--- src/sv/msr_pkg.sv ---
// shared types, constants and binomial table builder for the masked subset rank block
`timescale 1ns / 1ps

package msr_pkg;

    localparam int SQUARES         = 64;
    localparam int GROUP           = 8;
    localparam int GROUPS          = SQUARES / GROUP;
    localparam int GRP_W           = $clog2(GROUPS);
    localparam int RANK_W          = 30;
    localparam int COUNT_W         = $clog2(SQUARES + 1);
    localparam int A_W             = $clog2(SQUARES);
    localparam int KMAX            = 16;
    localparam int MAX_PIECES_DEF  = 8;
    localparam int MAX_SQUARES_DEF = 50;

    typedef logic [RANK_W-1:0]               t_rank;
    typedef logic [SQUARES-1:0][RANK_W-1:0] t_column;

    // per-square view of one group of squares during the sweep
    typedef struct packed {
        logic [GROUP-1:0]              hit;
        logic [GROUP-1:0][COUNT_W-1:0] idx;
        logic [GROUP-1:0][A_W-1:0]     below;
    } t_group;

    typedef struct packed {
        logic start;
        logic step;
        logic term;
    } t_lane_ctl;

    typedef struct packed {
        logic [3:0]         piece_count;
        logic [5:0]         square_count;
        logic [COUNT_W-1:0] piece_total;
        logic [COUNT_W-1:0] square_total;
        logic               outside;
    } t_check;

    // column k of the pascal triangle, rows 0..63, kept modulo 2^30
    function automatic t_column binom_column(input int k);
        t_column                  col;
        logic [KMAX:0][RANK_W-1:0] row;
        row    = '0;
        row[0] = RANK_W'(1);
        for (int m = 0; m < SQUARES; m++) begin
            col[m] = row[k];
            for (int i = KMAX; i > 0; i--) begin
                row[i] = row[i] + row[i-1];
            end
        end
        return col;
    endfunction

    function automatic logic [SQUARES-1:0] reverse_mask(input logic [SQUARES-1:0] v);
        logic [SQUARES-1:0] r;
        for (int i = 0; i < SQUARES; i++) begin
            r[i] = v[SQUARES-1-i];
        end
        return r;
    endfunction

endpackage

--- src/sv/masked_subset_rank.sv ---
// top level of the masked subset rank block: sweep sequencer, lanes and merge
`timescale 1ns / 1ps

// Ranks the piece set of an item among its allowed squares in the combinatorial number
// system; command 1 ranks from the highest square down by mirroring both masks on entry.
// One item is in work at a time: the sequencer sweeps the 64 squares eight at a time,
// then registers the lane lookups, then merges and checks; the block is ready again the
// cycle after the result is loaded, so no item is accepted before the last one is through.
// The result waits in an output register while the next item is accepted; a result not
// yet taken only holds the merge of the following item. One lane per possible piece
// (MAX_PIECES) catches its piece's count of lower allowed squares and looks up its
// binomial in a 64-entry constant column; ranks are kept modulo 2^30. Items with wrong
// counts, counts above the limits or pieces outside the allowed squares give error 1,
// rank 0.

module masked_subset_rank #(
    parameter int MAX_PIECES  = msr_pkg::MAX_PIECES_DEF,
    parameter int MAX_SQUARES = msr_pkg::MAX_SQUARES_DEF
) (
    input  logic        i_clk,
    input  logic        i_rst_n,
    input  logic        i_valid,
    output logic        o_ready,
    input  logic        i_command,
    input  logic [63:0] i_piece_mask,
    input  logic [63:0] i_square_mask,
    input  logic [3:0]  i_piece_count,
    input  logic [5:0]  i_square_count,
    output logic        o_valid,
    input  logic        i_ready,
    output logic [29:0] o_rank_index,
    output logic        o_error
);

    localparam int GROUP = msr_pkg::GROUP;
    localparam int CW    = msr_pkg::COUNT_W;
    localparam int AW    = msr_pkg::A_W;

    typedef enum logic [1:0] {
        S_IDLE,
        S_SWEEP,
        S_TERM,
        S_MERGE
    } t_state;

    t_state                        r_state;
    logic                          r_out_valid;
    msr_pkg::t_rank                r_rank;
    logic                          r_err;
    logic [msr_pkg::SQUARES-1:0]   r_pcs;
    logic [msr_pkg::SQUARES-1:0]   r_sqs;
    logic [3:0]                    r_pc;
    logic [5:0]                    r_sc;
    logic [msr_pkg::GRP_W-1:0]     r_grp;
    logic [CW-1:0]                 r_pbase;
    logic [CW-1:0]                 r_sbase;
    logic                          r_outside;

    logic [CW-1:0]                 n_pbase;
    logic [CW-1:0]                 n_sbase;
    msr_pkg::t_group               grp;
    msr_pkg::t_lane_ctl            ctl;
    msr_pkg::t_check               chk;
    msr_pkg::t_rank [MAX_PIECES-1:0] terms;
    msr_pkg::t_rank                m_rank;
    logic                          m_err;
    logic                          accept;
    logic                          load;

    assign accept = i_valid && (r_state == S_IDLE);
    assign load   = (r_state == S_MERGE) && (!r_out_valid || i_ready);

    // running piece index and lower allowed-square count across the current group
    always_comb begin
        logic [CW-1:0] pc;
        logic [CW-1:0] sc;
        pc  = r_pbase;
        sc  = r_sbase;
        grp = '0;
        for (int g = 0; g < GROUP; g++) begin
            grp.hit[g]   = r_pcs[g];
            grp.idx[g]   = pc;
            grp.below[g] = sc[AW-1:0];
            pc = pc + CW'(r_pcs[g]);
            sc = sc + CW'(r_sqs[g]);
        end
        n_pbase = pc;
        n_sbase = sc;
    end

    assign ctl.start = accept;
    assign ctl.step  = (r_state == S_SWEEP);
    assign ctl.term  = (r_state == S_TERM);

    assign chk.piece_count  = r_pc;
    assign chk.square_count = r_sc;
    assign chk.piece_total  = r_pbase;
    assign chk.square_total = r_sbase;
    assign chk.outside      = r_outside;

    for (genvar j = 0; j < MAX_PIECES; j++) begin : g_lane
        msr_lane #(
            .LANE_IDX (j)
        ) u_lane (
            .i_clk   (i_clk),
            .i_rst_n (i_rst_n),
            .i_ctl   (ctl),
            .i_grp   (grp),
            .o_term  (terms[j])
        );
    end

    msr_merge #(
        .MAX_PIECES  (MAX_PIECES),
        .MAX_SQUARES (MAX_SQUARES)
    ) u_merge (
        .i_terms (terms),
        .i_chk   (chk),
        .o_rank  (m_rank),
        .o_error (m_err)
    );

    always_ff @(posedge i_clk) begin
        if (!i_rst_n) begin
            r_state     <= S_IDLE;
            r_out_valid <= 1'b0;
        end else begin
            if (load) begin
                r_out_valid <= 1'b1;
            end else if (i_ready) begin
                r_out_valid <= 1'b0;
            end
            case (r_state)
                S_IDLE: begin
                    if (accept) begin
                        r_state <= S_SWEEP;
                    end
                end
                S_SWEEP: begin
                    if (r_grp == msr_pkg::GRP_W'(msr_pkg::GROUPS - 1)) begin
                        r_state <= S_TERM;
                    end
                end
                S_TERM: begin
                    r_state <= S_MERGE;
                end
                S_MERGE: begin
                    if (load) begin
                        r_state <= S_IDLE;
                    end
                end
                default: begin
                    r_state <= S_IDLE;
                end
            endcase
        end

        // datapath, no reset needed
        if (accept) begin
            r_pcs     <= i_command ? msr_pkg::reverse_mask(i_piece_mask) : i_piece_mask;
            r_sqs     <= i_command ? msr_pkg::reverse_mask(i_square_mask) : i_square_mask;
            r_pc      <= i_piece_count;
            r_sc      <= i_square_count;
            r_grp     <= '0;
            r_pbase   <= '0;
            r_sbase   <= '0;
            r_outside <= 1'b0;
        end else if (r_state == S_SWEEP) begin
            r_pcs     <= r_pcs >> GROUP;
            r_sqs     <= r_sqs >> GROUP;
            r_grp     <= r_grp + 1'b1;
            r_pbase   <= n_pbase;
            r_sbase   <= n_sbase;
            r_outside <= r_outside | (|(r_pcs[GROUP-1:0] & ~r_sqs[GROUP-1:0]));
        end
        if (load) begin
            r_rank <= m_rank;
            r_err  <= m_err;
        end
    end

    assign o_ready      = (r_state == S_IDLE);
    assign o_valid      = r_out_valid;
    assign o_rank_index = r_rank;
    assign o_error      = r_err;

endmodule

--- src/sv/msr_lane.sv ---
// one rank lane: catches the allowed-square count of its own piece and looks up its binomial
`timescale 1ns / 1ps

module msr_lane #(
    parameter int LANE_IDX = 0
) (
    input  logic               i_clk,
    input  logic               i_rst_n,
    input  msr_pkg::t_lane_ctl i_ctl,
    input  msr_pkg::t_group    i_grp,
    output msr_pkg::t_rank     o_term
);

    localparam msr_pkg::t_column COL = msr_pkg::binom_column(LANE_IDX + 1);
    localparam logic [msr_pkg::COUNT_W-1:0] MY_IDX = msr_pkg::COUNT_W'(LANE_IDX);

    logic                     r_hit;
    logic [msr_pkg::A_W-1:0]  r_a;
    msr_pkg::t_rank           r_term;
    logic                     n_hit;
    logic [msr_pkg::A_W-1:0]  n_a;

    // at most one square of a group holds the piece with this lane's index
    always_comb begin
        n_hit = 1'b0;
        n_a   = '0;
        for (int g = 0; g < msr_pkg::GROUP; g++) begin
            if (i_grp.hit[g] && (i_grp.idx[g] == MY_IDX)) begin
                n_hit = 1'b1;
                n_a   = n_a | i_grp.below[g];
            end
        end
    end

    always_ff @(posedge i_clk) begin
        if (!i_rst_n) begin
            r_hit <= 1'b0;
        end else if (i_ctl.start) begin
            r_hit <= 1'b0;
        end else if (i_ctl.step && n_hit) begin
            r_hit <= 1'b1;
        end
    end

    always_ff @(posedge i_clk) begin
        if (i_ctl.step && n_hit) begin
            r_a <= n_a;
        end
        if (i_ctl.term) begin
            r_term <= r_hit ? COL[r_a] : '0;
        end
    end

    assign o_term = r_term;

endmodule

--- src/sv/msr_merge.sv ---
// merge stage: sums the lane terms and checks the item for consistency
`timescale 1ns / 1ps

module msr_merge #(
    parameter int MAX_PIECES  = msr_pkg::MAX_PIECES_DEF,
    parameter int MAX_SQUARES = msr_pkg::MAX_SQUARES_DEF
) (
    input  msr_pkg::t_rank [MAX_PIECES-1:0] i_terms,
    input  msr_pkg::t_check                 i_chk,
    output msr_pkg::t_rank                  o_rank,
    output logic                            o_error
);

    localparam int CW = msr_pkg::COUNT_W;

    msr_pkg::t_rank   sum;
    logic [CW-1:0]    pc;
    logic [CW-1:0]    sc;
    logic             bad;

    always_comb begin
        sum = '0;
        for (int j = 0; j < MAX_PIECES; j++) begin
            sum = sum + i_terms[j];
        end
    end

    assign pc = CW'(i_chk.piece_count);
    assign sc = CW'(i_chk.square_count);

    assign bad = (pc > CW'(MAX_PIECES)) || (sc > CW'(MAX_SQUARES)) || (pc > sc)
              || (i_chk.piece_total != pc) || (i_chk.square_total != sc)
              || i_chk.outside;

    assign o_rank  = bad ? '0 : sum;
    assign o_error = bad;

endmodule
--- config.mk ---
export PLATFORM = sky130hd
export DESIGN_NAME = masked_subset_rank
export DESIGN_NICKNAME = d
export VERILOG_FILES = /design/src/sv/msr_pkg.sv /design/src/sv/masked_subset_rank.sv /design/src/sv/msr_lane.sv /design/src/sv/msr_merge.sv
export SDC_FILE = /design/constraint.sdc
export NUM_CORES = 2
export LEC_CHECK = 0
export BUFFER_PORTS_ARGS = -buffer_cell sky130_fd_sc_hd__buf_2
export CAP_MARGIN = 20
export CELL_PAD_IN_SITES_DETAIL_PLACEMENT = 1
export CELL_PAD_IN_SITES_GLOBAL_PLACEMENT = 1
export CORE_ASPECT_RATIO = 0.7
export CORE_UTILIZATION = 45
export CTS_CLUSTER_DIAMETER = 100
export DETAILED_ROUTE_END_ITERATION = 12
export GPL_TIMING_DRIVEN = 0
export HOLD_SLACK_MARGIN = 0.1
export PLACE_DENSITY_LB_ADDON = 0.1
export SYNTH_ARGS = -nofsm -noshare
export SYNTH_HDL_FRONTEND = slang
export SYNTH_SLANG_ARGS = --single-unit
export TNS_END_PERCENT = 30
--- constraint.sdc ---
create_clock -name i_clk -period 7.29 [get_ports i_clk]
set_input_delay 1.458 -clock i_clk [delete_from_list [all_inputs] [get_ports i_clk]]
set_output_delay 1.458 -clock i_clk [all_outputs]
set_load 0.02 [all_outputs]
==> Yosys cells after proc, flatten, opt, wreduce, memory -nomap -nowiden <==
Memory sizes are Yosys's and may differ from the RTL's. A register that Yosys moved wholly into a read port is not among the register bits.
Index checks and enable logic that the tools add are counted.
W data, S select, Z words.
{ "totals": {"regBits": 246, "latchBits": 0, "ramBits": 0, "rom_bits": 15360, "input_bits": 143, "n_memories": 8} }
{ "op_classes": {"addsub": 24, "n_mul": 0, "div_mod_pow": 0, "magnitude_cmp": 3, "n_eq_ne": 65, "n_shift": 0, "muxes": 140, "n_bitwise": 60, "reduce_logical": 103} }
{ "mem_list": {"columns": ["name", "depth", "width", "read_ports", "rd_ports_with_merged_regs", "write_ports", "line_no", "source"], "rows": [
  ["(no name shown)", 64, 30, 1, 1, 0, "msr_lane.sv:50", "r_term <= r_hit ? COL[r_a] : '0;"],
  ["(no name shown)", 64, 30, 1, 1, 0, "msr_lane.sv:50", null],
  ["(no name shown)", 64, 30, 1, 1, 0, "msr_lane.sv:50", null],
  ["(no name shown)", 64, 30, 1, 1, 0, "msr_lane.sv:50", null],
  ["(no name shown)", 64, 30, 1, 1, 0, "msr_lane.sv:50", null],
  ["(no name shown)", 64, 30, 1, 1, 0, "msr_lane.sv:50", null],
  ["+2 memories", null, null, null, null, null, null, null]
]} }
{ "ops": {"columns": ["cell", "n"], "rows": [
  ["$mux W6", 64],
  ["$mux W64", 6],
  ["$or A6 B6 Y6", 56],
  ["$eq A7 B3 Y1 const B", 32],
  ["$add A30 B30 Y30", 7],
  ["$add A7 B1 Y7", 16],
  ["$eq A7 B2 Y1 const B", 16],
  ["$logic_and A1 B1 Y1", 74],
  ["$mux W1", 66],
  ["$eq A7 B1 Y1 const B", 8],
  ["$logic_not A7 Y1", 8],
  ["$logic_not A1 Y1", 9],
  ["$and A8 B8 Y8", 1],
  ["$not A8 Y8", 1],
  ["$pmux W2 S4", 1],
  ["$reduce_or A8 Y1", 1],
  ["$ne A7 B4 Y1", 1],
  ["$ne A7 B6 Y1", 1],
  ["$gt A4 B6 Y1", 1],
  ["$gt A6 B6 Y1 const B", 1],
  ["$logic_or A1 B1 Y1", 6],
  ["$mux W2", 3],
  ["$eq A2 B2 Y1 const B", 2],
  ["$gt A4 B4 Y1 const B", 1],
  ["other kinds (11)", 13]
]} }

==> Depth between registers and ports, before layout <==
{ "depth": {"ltp_word": 17, "mapped_depth": 20, "mapped_depth_nobuf": 20} }

==> Hierarchy <==
A second synthesis with hierarchy kept.
{ "hier_totals": {"cells_unflattened": 4245, "hier_area_um2": 38672.1} }
{ "modules_own_cells": {"columns": ["mod", "n_inst", "cells_each", "area_each_um2", "seq_area_each_um2"], "rows": [
  ["masked_subset_rank", 1, 958, 10757.8, 5495.3],
  ["msr_merge", 1, 762, 6456.2, 0.0],
  ["msr_lane at g_lane[7].u_lane", 1, 458, 3712.3, 1101.1],
  ["msr_lane at g_lane[6].u_lane", 1, 417, 3489.6, 1101.1],
  ["msr_lane at g_lane[5].u_lane", 1, 382, 3335.7, 1011.0],
  ["msr_lane at g_lane[4].u_lane", 1, 359, 3002.9, 890.9],
  ["msr_lane at g_lane[3].u_lane", 1, 324, 2696.3, 800.8],
  ["msr_lane at g_lane[2].u_lane", 1, 263, 2242.2, 680.7],
  ["msr_lane at g_lane[1].u_lane", 1, 211, 1864.3, 530.5],
  ["msr_lane at g_lane[0].u_lane", 1, 111, 1114.8, 380.4]
]} }

==> Worst setup path after synthesis <==
Ideal clock, no wire load.
{ "synth_path": {"kind": "input -> register", "startpoint": "input port i_valid", "endpoint": "register r_pcs[0] in the netlist's numbering (enable)", "setup_ns": 1.108, "t_arrival_ns": 4.487, "t_required_ns": 6.182, "slack_ns": 1.694, "cell_stages": 5, "path_buffers": 3, "cell_sequence": "nand2_1 clkbuf_1 clkbuf_1 clkbuf_1 nand2_1"} }
{ "synth_via": {"elab_chain_len": 2} }
{ "synth_lines": {"columns": ["item", "line_no", "source"], "rows": [
  ["start, declared", "masked_subset_rank.sv:22", "input logic i_valid,"],
  ["$logic_and A1 B1 Y1", "masked_subset_rank.sv:70", "assign accept = i_valid && (r_state == S_IDLE);"],
  ["$reduce_bool A2 Y1 (no source line)", null, null],
  ["end signal, assigned", "masked_subset_rank.sv:160", "r_pcs <= i_command ? msr_pkg::reverse_mask(i_piece_mask) : i_piece_mask;"],
  ["end signal, assigned", "masked_subset_rank.sv:169", "r_pcs <= r_pcs >> GROUP;"],
  ["end, declared", "masked_subset_rank.sv:50", "logic [msr_pkg::SQUARES-1:0] r_pcs;"]
]} }
No other way between the ends.
A chain may end at the register's enable or synchronous reset.

==> Worst setup path after layout <==
{ "layout_path": {"startpoint": "register r_pcs[0] in the netlist's numbering", "endpoint": "register g_lane[6].u_lane.r_a[4] in the netlist's numbering (enable)"} }
{ "layout_via": {"elab_chain_len": 11} }
{ "layout_lines": {"columns": ["item", "line_no", "source"], "rows": [
  ["$add A7 B1 Y7", "masked_subset_rank.sv:84", "pc = pc + CW'(r_pcs[g]);"],
  ["$add A7 B1 Y7 / $eq A7 B3 Y1 (equally long branches)", "masked_subset_rank.sv:84, msr_lane.sv:28", null],
  ["$add A7 B1 Y7 (tied with other cells) (5 in a row)", "masked_subset_rank.sv:84", null],
  ["$eq A7 B3 Y1 (tied with other cells)", "msr_lane.sv:28", "if (i_grp.hit[g] && (i_grp.idx[g] == MY_IDX)) begin"],
  ["$logic_and A1 B1 Y1 / $mux W1 (equally long branches)", "msr_lane.sv:28", null],
  ["$mux W1 (*)", "msr_lane.sv:28", null],
  ["$logic_and A1 B1 Y1 (*)", "msr_lane.sv:46", "if (i_ctl.step && n_hit) begin"],
  ["end signal, assigned", "msr_lane.sv:47", "r_a <= n_a;"],
  ["end, declared", "msr_lane.sv:18", "logic [msr_pkg::A_W-1:0] r_a;"]
]} }
Every way passes the cells marked *; elsewhere a longest branch is shown, timed or not.

==> metrics.txt <==
Slew @ Worst Pin around 1.3 ns; CTS sink cnt just over 400; Mapped Nets 4619; Multi-input gate area 22100 µm²; FF/Latch Area 12000 µm²; Synth Warn # 0; CTS Hold Bufs 0; mux contribution to synthesized area 0.0522; largest family of logic cells by synthesized area compound AO/OA/AOI/OAI gates; vias 37000; Layout Nets just under 5000; EDFF count, synth 380; Worst slew margin 0.143; met3 usage 0.136; Routed Antenna Nets 0; die area 81700 µm²; Clock H-tree levels 2; Synth Area in Compound Gates 0.232; Clk Latency, worst-skew pair 0.62 ns; DRC viols 0; initial antenna violation count 7; kind of critical path reg -> reg; max cap viols 0; post-synthesis async set-or-reset flop share 0; status finished, final reports clean; row count between 80 and 90; final worst-path cycle share 0.970; Slew Limit Fails 0; Seq cells post-synth 409; Arr. time, crit path 7.35 ns; CP Launch Type flop; sequential area share after synthesis 0.331; Synth cell types 92; count of final setup violators 0; Synth Instances 4179; core area about 79000 µm²; global-route wire length before repair 244 mm; CTS tree done; CP max FO 10; RSZ-0062 raised after global routing yes; xor and xnor area share after synthesis 0.0341; fillers 9423; total global routing track utilization 0.400; remaining global-route overflow 0; die width about 340 µm; largest net degree at the start of global routing 73; drt wl/cell slightly above 30 µm; CTS Buffer Depth 3; CTS buffer count 45; met2 Use GR 0.539; cell taking the most area after synthesis edfxtp_1; Req. time, crit path between 7 and 8 ns; Tmin final around 7.1 ns; Post-Synth Adder-Cell Area 0.124; Post-DP Area 38700 µm²; Main synth FF type edfxtp_1; input/output buffers approximately 170; Placer Congestion roughly 1.1; clock-pin slew on the worst setup and hold paths ~0.060 ns; top-count cell post-synth nand2_1; crit path capture type flop; Final Skew about 0.038 ns; Post-Layout Inst Area approximately 40000 µm²; met1 Usage GRT 0.612; leading post-synthesis cells by cell area edfxtp_1, ha_1, fa_1, o21ai_0, nand2_1; Synth Cell Area approximately 36000 µm²; Yosys top cell area share 0.315; initial core utilization 0.457; syn avg cell area 8.67 µm²; GRT busiest layer met1; worst hold path class reg -> reg; Initial DRC Count 5506; most common library cells after synthesis nand2_1, o21ai_0, edfxtp_1, nor2_1, a21oi_1; I/O pin cnt between 150 and 200; share of layout cells above drive strength 1 0.0771; FMAX around 140 MHz; DRT Pass-1 Iters 8; clock root buffer clkbuf_16; Die Ht between 200 and 250 µm; final hold viol count 0; Post-Synth Simple-Gate Area 0.163; HPWL after DPL ~130 mm; number of global-route vias before repair ~36000; Layout area overhead 11.4%; Via density 6.71; WL final around 170 mm
==> sequential cells by signal, indices dropped and copies added, names as in the netlist <==
name	cells
r_pc	4
r_pbase	7
r_outside	1
r_sqs	64
g_lane.u_lane.r_a	48
g_lane.u_lane.r_hit	8
r_grp	3
o_rank_index	30
o_valid	1
o_error	1
r_state	2
r_sbase	7
r_sc	6
g_lane.u_lane.o_term	163
r_pcs	64
==> worst paths after layout <==
path	from	to	slack (ns)	cells after the start
max	r_pcs[0]$_DFFE_PP_	g_lane[6].u_lane.r_a[4]$_DFFE_PP_	0.22	17
min	r_outside$_SDFFE_PP0P_	r_outside$_SDFFE_PP0P_	0.49	2
max reg2reg	r_pcs[0]$_DFFE_PP_	g_lane[6].u_lane.r_a[4]$_DFFE_PP_	0.22	17
min reg2reg	r_outside$_SDFFE_PP0P_	r_outside$_SDFFE_PP0P_	0.49	2
==> metrics by stage <==
stage | utilization | setup slack, ns | TNS, ns | hold WS, ns | instances
2_1_floorplan | - | 1.69 | 0 | 0.438 | 4179
3_3_place_gp | 0.485 | -0.678 | -87.46 | 0.457 | 5409
3_5_place_dp | 0.488 | -0.273 | -4.18 | 0.499 | 5427
4_1_cts | 0.508 | 0.00545 | 0 | 0.493 | 5511
5_1_grt | 0.510 | -0.0460 | -0.243 | 0.527 | 5520
6_report | 0.510 | 0.220 | 0 | 0.486 | 5521
==> repair_timing <==
item	CTS	global route
endpoints found under the setup margin	42	63
buffers inserted	0	1
resized for setup	6	12
==> cell usage in the layout, fill, tap and decap left out, types with 81 or more instances in the layout <==
cell type and instances:
buf_2 186, o211ai_1 114, ha_1 193, nand2_1 465, edfxtp_1 380, o21ai_0 384, fa_1 103, a21oi_1 274
inv_1 271, nor3_1 81, mux2i_1 172, nand3_1 105, nor2_1 323, clkbuf_1 280
==> cell type report <==
class / count / share of cell area
Antenna cell: 4 / 0.000248
Buffer: 324 / 0.0305
Clock buffer: 59 / 0.0297
Clock inverter: 25 / 0.00800
Inverter: 281 / 0.0261
Multi-Input combinational cell: 3165 / 0.548
Sequential cell: 409 / 0.297
Tap cell: 1056 / 0.0327
Timing Repair Buffer: 198 / 0.0276
==> metal layers <==
layer	wire [µm]	up-vias
li1	-	15800
met1	75700	18700
met2	65100	2265
met3	23000	243
met4	2860	2
met5	12	-
==> cell families (layout without fill, tap and decap cells) <==
| group | count (synthesis) | in the layout |
|---|---|---|
| AOI/OAI and AO/OA | 1290 | 1290 |
| and+or+nand+nor | 1272 | 1272 |
| buffers and inverters | 605 | 887 |
| DFF | 409 | 409 |
| adders and majority gates | 297 | 297 |
| muxes | 182 | 182 |
| xor gates and xnor gates | 124 | 124 |
| other | 0 | 4 |
==> critical path, cell delays in order, from the launching register on <==
cell	delay, ns
edfxtp_1	0.57
ha_1	0.51
ha_1	0.28
ha_1	0.52
ha_1	0.39
ha_1	0.47
ha_1	0.19
clkbuf_1	0.31
xnor2_1	0.34
nor3b_1	0.27
mux2i_1	0.19
a2111oi_1	0.55
a31oi_1	0.14
xnor2_2	0.30
nor3b_4	0.47
buf_2	0.31
o2111ai_2	0.47
a21oi_4	0.42
Power is left out: the tool's default activity adds up to more than one toggle a clock period on the data nets, which glitch-free logic cannot reach.
